File: src/sv/ipv4lpm_pkg.sv
// Package: shared types, codes and helpers for the IPv4 longest-prefix router.
`timescale 1ns / 1ps

package ipv4lpm_pkg;

  localparam int unsigned MaxRoutesDefault      = 64;
  localparam int unsigned InterfaceCountDefault = 16;

  localparam int unsigned AddrW  = 32;
  localparam int unsigned LenW   = 6;
  localparam int unsigned IfcW   = 4;
  localparam int unsigned TtlW   = 8;
  localparam int unsigned StatW  = 3;
  localparam int unsigned MaxLen = 32;

  localparam int unsigned InDataW  = 120;  // 115 bits of fields, padded to bytes
  localparam int unsigned OutDataW = 48;   // 44 bits of fields, padded to bytes

  localparam logic ACT_ADD   = 1'b0;
  localparam logic ACT_ROUTE = 1'b1;

  typedef enum logic [StatW-1:0] {
    ST_ADDED       = 3'd0,
    ST_FORWARDED   = 3'd1,
    ST_NO_ROUTE    = 3'd2,
    ST_TTL_EXPIRED = 3'd3,
    ST_TABLE_FULL  = 3'd4
  } status_e;

  typedef enum logic {
    FSM_IDLE,
    FSM_SEARCH
  } fsm_e;

  // One stored route.
  typedef struct packed {
    logic [AddrW-1:0] prefix;
    logic [LenW-1:0]  len;
    logic             gw_valid;
    logic [AddrW-1:0] gw;
    logic [IfcW-1:0]  port;
  } route_t;

  // Lookup state handed from cell to cell.
  typedef struct packed {
    logic [AddrW-1:0] dst;
    logic             found;
    logic [LenW-1:0]  best_len;
    logic             gw_valid;
    logic [AddrW-1:0] gw;
    logic [IfcW-1:0]  port;
  } carry_t;

  // High-order ones for a prefix length of 0..32.
  function automatic logic [AddrW-1:0] len_mask(input logic [LenW-1:0] len);
    len_mask = ~({AddrW{1'b1}} >> len);
  endfunction

endpackage

File: src/sv/ipv4lpm_cell.sv
// Route cell: holds one route and updates the passing lookup with its match.
`timescale 1ns / 1ps

module ipv4lpm_cell
  import ipv4lpm_pkg::*;
(
  input  logic   clk_i,
  input  logic   rst_ni,
  input  logic   wr_en_i,
  input  route_t wr_route_i,
  input  logic   active_i,   // cell holds a written route
  input  logic   vld_i,
  input  carry_t carry_i,
  output logic   vld_o,
  output carry_t carry_o
);

  route_t route_q;
  logic   vld_q;
  carry_t carry_q, carry_d;
  logic   hit;

  always_ff @(posedge clk_i) begin
    if (wr_en_i) begin
      route_q <= wr_route_i;
    end
  end

  assign hit = active_i &&
               (((route_q.prefix ^ carry_i.dst) & len_mask(route_q.len)) == '0) &&
               (!carry_i.found || (route_q.len > carry_i.best_len));

  always_comb begin
    carry_d = carry_i;
    if (hit) begin
      carry_d.found    = 1'b1;
      carry_d.best_len = route_q.len;
      carry_d.gw_valid = route_q.gw_valid;
      carry_d.gw       = route_q.gw;
      carry_d.port     = route_q.port;
    end
  end

  always_ff @(posedge clk_i or negedge rst_ni) begin
    if (!rst_ni) begin
      vld_q <= 1'b0;
    end else begin
      vld_q <= vld_i;
    end
  end

  always_ff @(posedge clk_i) begin
    if (vld_i) begin
      carry_q <= carry_d;
    end
  end

  assign vld_o   = vld_q;
  assign carry_o = carry_q;

endmodule

File: config.mk
export PLATFORM = sky130hd
export DESIGN_NAME = ipv4lpm_cell
export DESIGN_NICKNAME = d
export VERILOG_FILES = /design/src/sv/ipv4lpm_pkg.sv /design/src/sv/ipv4lpm_cell.sv
export SDC_FILE = /design/constraint.sdc
export NUM_CORES = 1
export LEC_CHECK = 0
export BUFFER_PORTS_ARGS = -buffer_cell sky130_fd_sc_hd__clkbuf_2
export CORE_MARGIN = 3
export CORE_UTILIZATION = 44
export DETAILED_ROUTE_END_ITERATION = 7
export PLACE_DENSITY_LB_ADDON = 0.12
export SLEW_MARGIN = 15
export SYNTH_ARGS = -nofsm -noshare
export SYNTH_HDL_FRONTEND = slang
export SYNTH_SLANG_ARGS = --single-unit
File: constraint.sdc
create_clock -name clk_i -period 2.9 [get_ports clk_i]
set_clock_uncertainty 0.2 [all_clocks]
set_input_delay 0.29 -clock clk_i [delete_from_list [all_inputs] [get_ports clk_i]]
set_output_delay 0.29 -clock clk_i [all_outputs]
set_load 0.01 [all_outputs]
Word level (Yosys, flattened, before mapping)
Index checks and enable logic that the tools add are counted.

cells by class
  reductions and logical operators = 5
  order comparisons = 1
  multiplexer cells = 1
  bitwise gates (word level) = 3
  shifts and indexed selects = 1

operators with widths
  kind                                               number
  two-way mux 43 bit                                 1
  bitwise AND 32 bit                                 1
  logical NOT 32 bit                                 1
  inverter 32 bit                                    1
  >> shifter 32 x 6 -> 32 bit, first input constant  1
  XOR 32 bit                                         1
  greater-than comparator 6 bit                      1
  logical AND 1 bit                                  2
  logical NOT 1 bit                                  1
  logical OR 1 bit                                   1

storage, ports and cells
  output and inout bits = 77
  register bits after elaboration = 152
  word-level logic and storage cells = 23
  bits of input ports = 156

Logic depth before layout (Yosys ltp)
  word-level depth = 7
  mapped depth = 10
  gate-level depth less buffers = 8

Least setup slack after synthesis
No wires, ideal clock.

  kind = reg2reg
  start point = reg route_q[42] in the netlist's numbering
  end point = reg carry_q (netlist bit carry_o[10]) (data pin)
  slack = -253 ps
  cell stages (with the launch flop) = 8
  buffers on the path = 1
  arrival time = 2,693 ps
  period minus slack after synthesis = 3,153 ps
  cells stage by stage = edfxtp_1 -> or4_4 -> o31a_1 -> nor4_1 -> nand3_1 -> nor4_4 -> buf_6 -> mux2_4

RTL lines
  what                    RTL line            RTL
  start, declared         ipv4lpm_cell.sv:18  route_t route_q;
  start signal, assigned  ipv4lpm_cell.sv:25  route_q <= wr_route_i;
  end signal, assigned    ipv4lpm_cell.sv:54  carry_q <= carry_d;
  end, declared           ipv4lpm_cell.sv:20  carry_t carry_q, carry_d;

==> results.md <==
- Status: finished, violations left
- Failing checks: setup timing
- # diodes: 0
- Number of synthesized flops with an enable pin: 151
- CP Data Required Time: around 2.9 ns
- Cell leakage power: 4.24 nW
- Final TNS setup: -4.53 ns
- Met1 Use GR: 0.249
- Commonest non-fill, non-tap cells in the layout: clkbuf_2 (230), edfxtp_1 (151), dlygate4sd3_1 (151)
- Part of the power in combinational logic: 0.129
- Leading register cell type out of synthesis: edfxtp_1
- Starting Density: 0.455
- Post-layout net count: slightly above 900
- Design area: 10200 um^2
- Detailed placement HPWL: around 10000 um
- Ports: 233
- M2 GR Usage: 0.364
- Met3 global-route usage: 0.0544
- H-tree levels: 4
- Maximum capacitance violations: 0
- Max clock buf depth: 2
- GRT Max-Usage Layer: met2
- Period minus WS final: about 3 ns
- Ys Warns: 0
- P&R area growth vs syn: 67.3%
- Worst setup margin: -0.149 ns
- Via count: 4510
- Die Width: 123 um
- Hold Path Class: in2reg
- GRT Total Usage: 0.208
- WL final: around 16000 um
- Post-synthesis sequential area ratio: 0.751
- Core Area: 13300 um^2
- Fin. Hold Viols: 0
- Rows: 42
- Yosys cell types: 35
- CTS tree: done
- Power after layout: slightly below 6 mW
- Num CTS Buffers: 17
- Clock sinks: 152
- Worst rel slew slack: 0.275
- Seq pwr share: 0.454
- Synth Cell Area: between 6000 and 7000 um^2
- RSZ-0062 raised after global routing: true
- VDD IR max: 0.377 mV
- Final ANT Viol Nets: 0
- NetSw: around 1.2 mW
- Internal power: 4.66 mW
- Gpl congestion: 0.820
- Die height: 123 um
- # DRC: 0
- Power Dens Cells: slightly below 600 nW/um^2
- Max-slew violations: 0
- Initial antenna violation count: 0
- Worst skew pair latency: 0.42 ns
- Synthesized Nets: 486
- Synth async-reset ratio: 0.00658
- Grt ovf: 0
- Placed cell areas: 7690 um^2
- Largest net degree at the start of global routing: 78
- Crit path max fanout: 6
- FMAX: 328 MHz
- CP Data Arrival Time: 3.01 ns
- TritonRoute pass-1 iters: 4
- DR WL/cell: 16.7 um
- Crit path capture type: register
- PortBufs: 232
- Synthesized area per cell: between 15 and 20 um^2
- Vias in the first global route: 4720
- Sw frac: 0.209
- Final Cycle Share: 1.05
- Flops & latches, synth: between 150 and 200
- First-pass GRT wire length: 23700 um
- Leading cell type in the layout, fill and taps excluded: clkbuf_2
- Root buf cell: clkbuf_16
- Setup Crit Path Kind: reg2reg
- Crit start category: register
- Share of cells above drive strength 1: 0.471
- 1st-iter DRT viols: 282
- Vias per inst: around 4.7
- Clock power share: 0.417
- Final setup viols: 41
- Reg clk slew, reported paths: 0.06 ns
- Post-synthesis instance total: 324
- DIE AREA: 15200 um^2
- Least-Margin Pin Slew: around 1.1 ns
[worst paths after layout]
path | start | endpoint | slack (ns) | cells after the start
min in group asynchronous | rst_ni | vld_o | 0.52 | 3
hold / removal | carry_i[40] | carry_o[40] | 0.05 | 3
setup reg to reg | route_q[42] | carry_o[9] | -0.15 | 9
setup / recovery | route_q[42] | carry_o[9] | -0.15 | 9
max in group asynchronous | rst_ni | vld_o | 1.87 | 3
hold reg to reg | route_q[0] | carry_o[0] | 0.35 | 1
[registers in the layout, summed over array words and instances, names as in the netlist]
| name | flops |
|---|---|
| carry_o | 76 |
| route_q | 75 |
| vld_o | 1 |
[worst max-delay path, stage by stage (launching register included)]
cell,delay (ns)
edfxtp_1,0.40
or4_4,0.57
o31a_1,0.27
nor4_2,0.17
nand3_2,0.14
nor4_4,0.32
buf_12,0.17
buf_12,0.11
clkbuf_16,0.15
mux2_4,0.29
[Yosys cell counts, types with 4 or more instances]
library cell	count	share of area
nand3_1	8	0.0066
buf_6	4	0.0074
edfxtp_1	151	0.75
inv_1	10	0.0062
mux2_4	38	0.094
ha_1	6	0.012
nand4_1	4	0.0041
xor2_1	4	0.0058
nand2_1	6	0.0037
o21ai_0	7	0.0058
clkbuf_1	5	0.0031
nor2_1	6	0.0037
xnor2_1	27	0.039
a21oi_1	12	0.0099
[layout make-up]
cell class              count  area [um^2]
flip-flops and latches    152         4560
clock inverters             7          164
inverters                  10         41.3
repair buffers            433         3170
fillers                   824         3190
clock buffers              25          495
well taps                 176          220
multi-input cells         152         1500
[logic make-up (layout without fill, tap and decap cells)]
logic type / Yosys count / after routing / synth area share
AO/OA/AOI/OAI: 40 / 40 / 0.0423
XOR/XNOR: 31 / 31 / 0.0447
adder cells (fa/ha/maj): 6 / 6 / 0.0124
buffers and inverters: 20 / 475 / 0.0175
flip-flops: 152 / 152 / 0.751
multiplexers: 43 / 43 / 0.103
AND/OR/NAND/NOR: 32 / 32 / 0.0293
[timing repair]
item / in CTS / in global routing
pin swaps: 3 / 9
endpoints found under the setup margin: 42 / 43
resized for setup: 11 / 17
hold buffers: 151 / 0
endpoints found under the hold margin: 150 / 0
cloned: 0 / 1
setup buffers: 4 / 12
[per-stage QoR]
stage | setup WS [ns] | hold slack, ns | cells | utilization
6_report | -0.149 | 0.0478 | 955 | 0.761
5_1_grt | -0.214 | 0.0457 | 955 | 0.761
4_1_cts | -0.0821 | 0.0189 | 943 | 0.746
3_5_place_dp | -0.240 | -0.134 | 756 | 0.576
3_3_place_gp | -0.159 | -0.135 | 756 | 0.576
2_1_floorplan | -0.199 | -0.206 | 324 | -
[power by group through the flow]
stage | sequential, mW | combinational [mW] | clock, mW
after detailed placement | 2.72 | 0.551 | 0
after global placement | 2.71 | 0.543 | 0
after floorplan | 2.75 | 0.177 | 0
final | 2.67 | 0.761 | 2.46
after CTS | 2.67 | 0.739 | 2.49
after global routing | 2.69 | 0.824 | 2.58
[metal layers]
metal	vias to the layer above	share of wire
met4	0	0.017
met5	-	0
met2	159	0.53
met3	20	0.057
met1	2173	0.40
li1	2158	-
No activity file was read; power rests on OpenSTA's default activity.
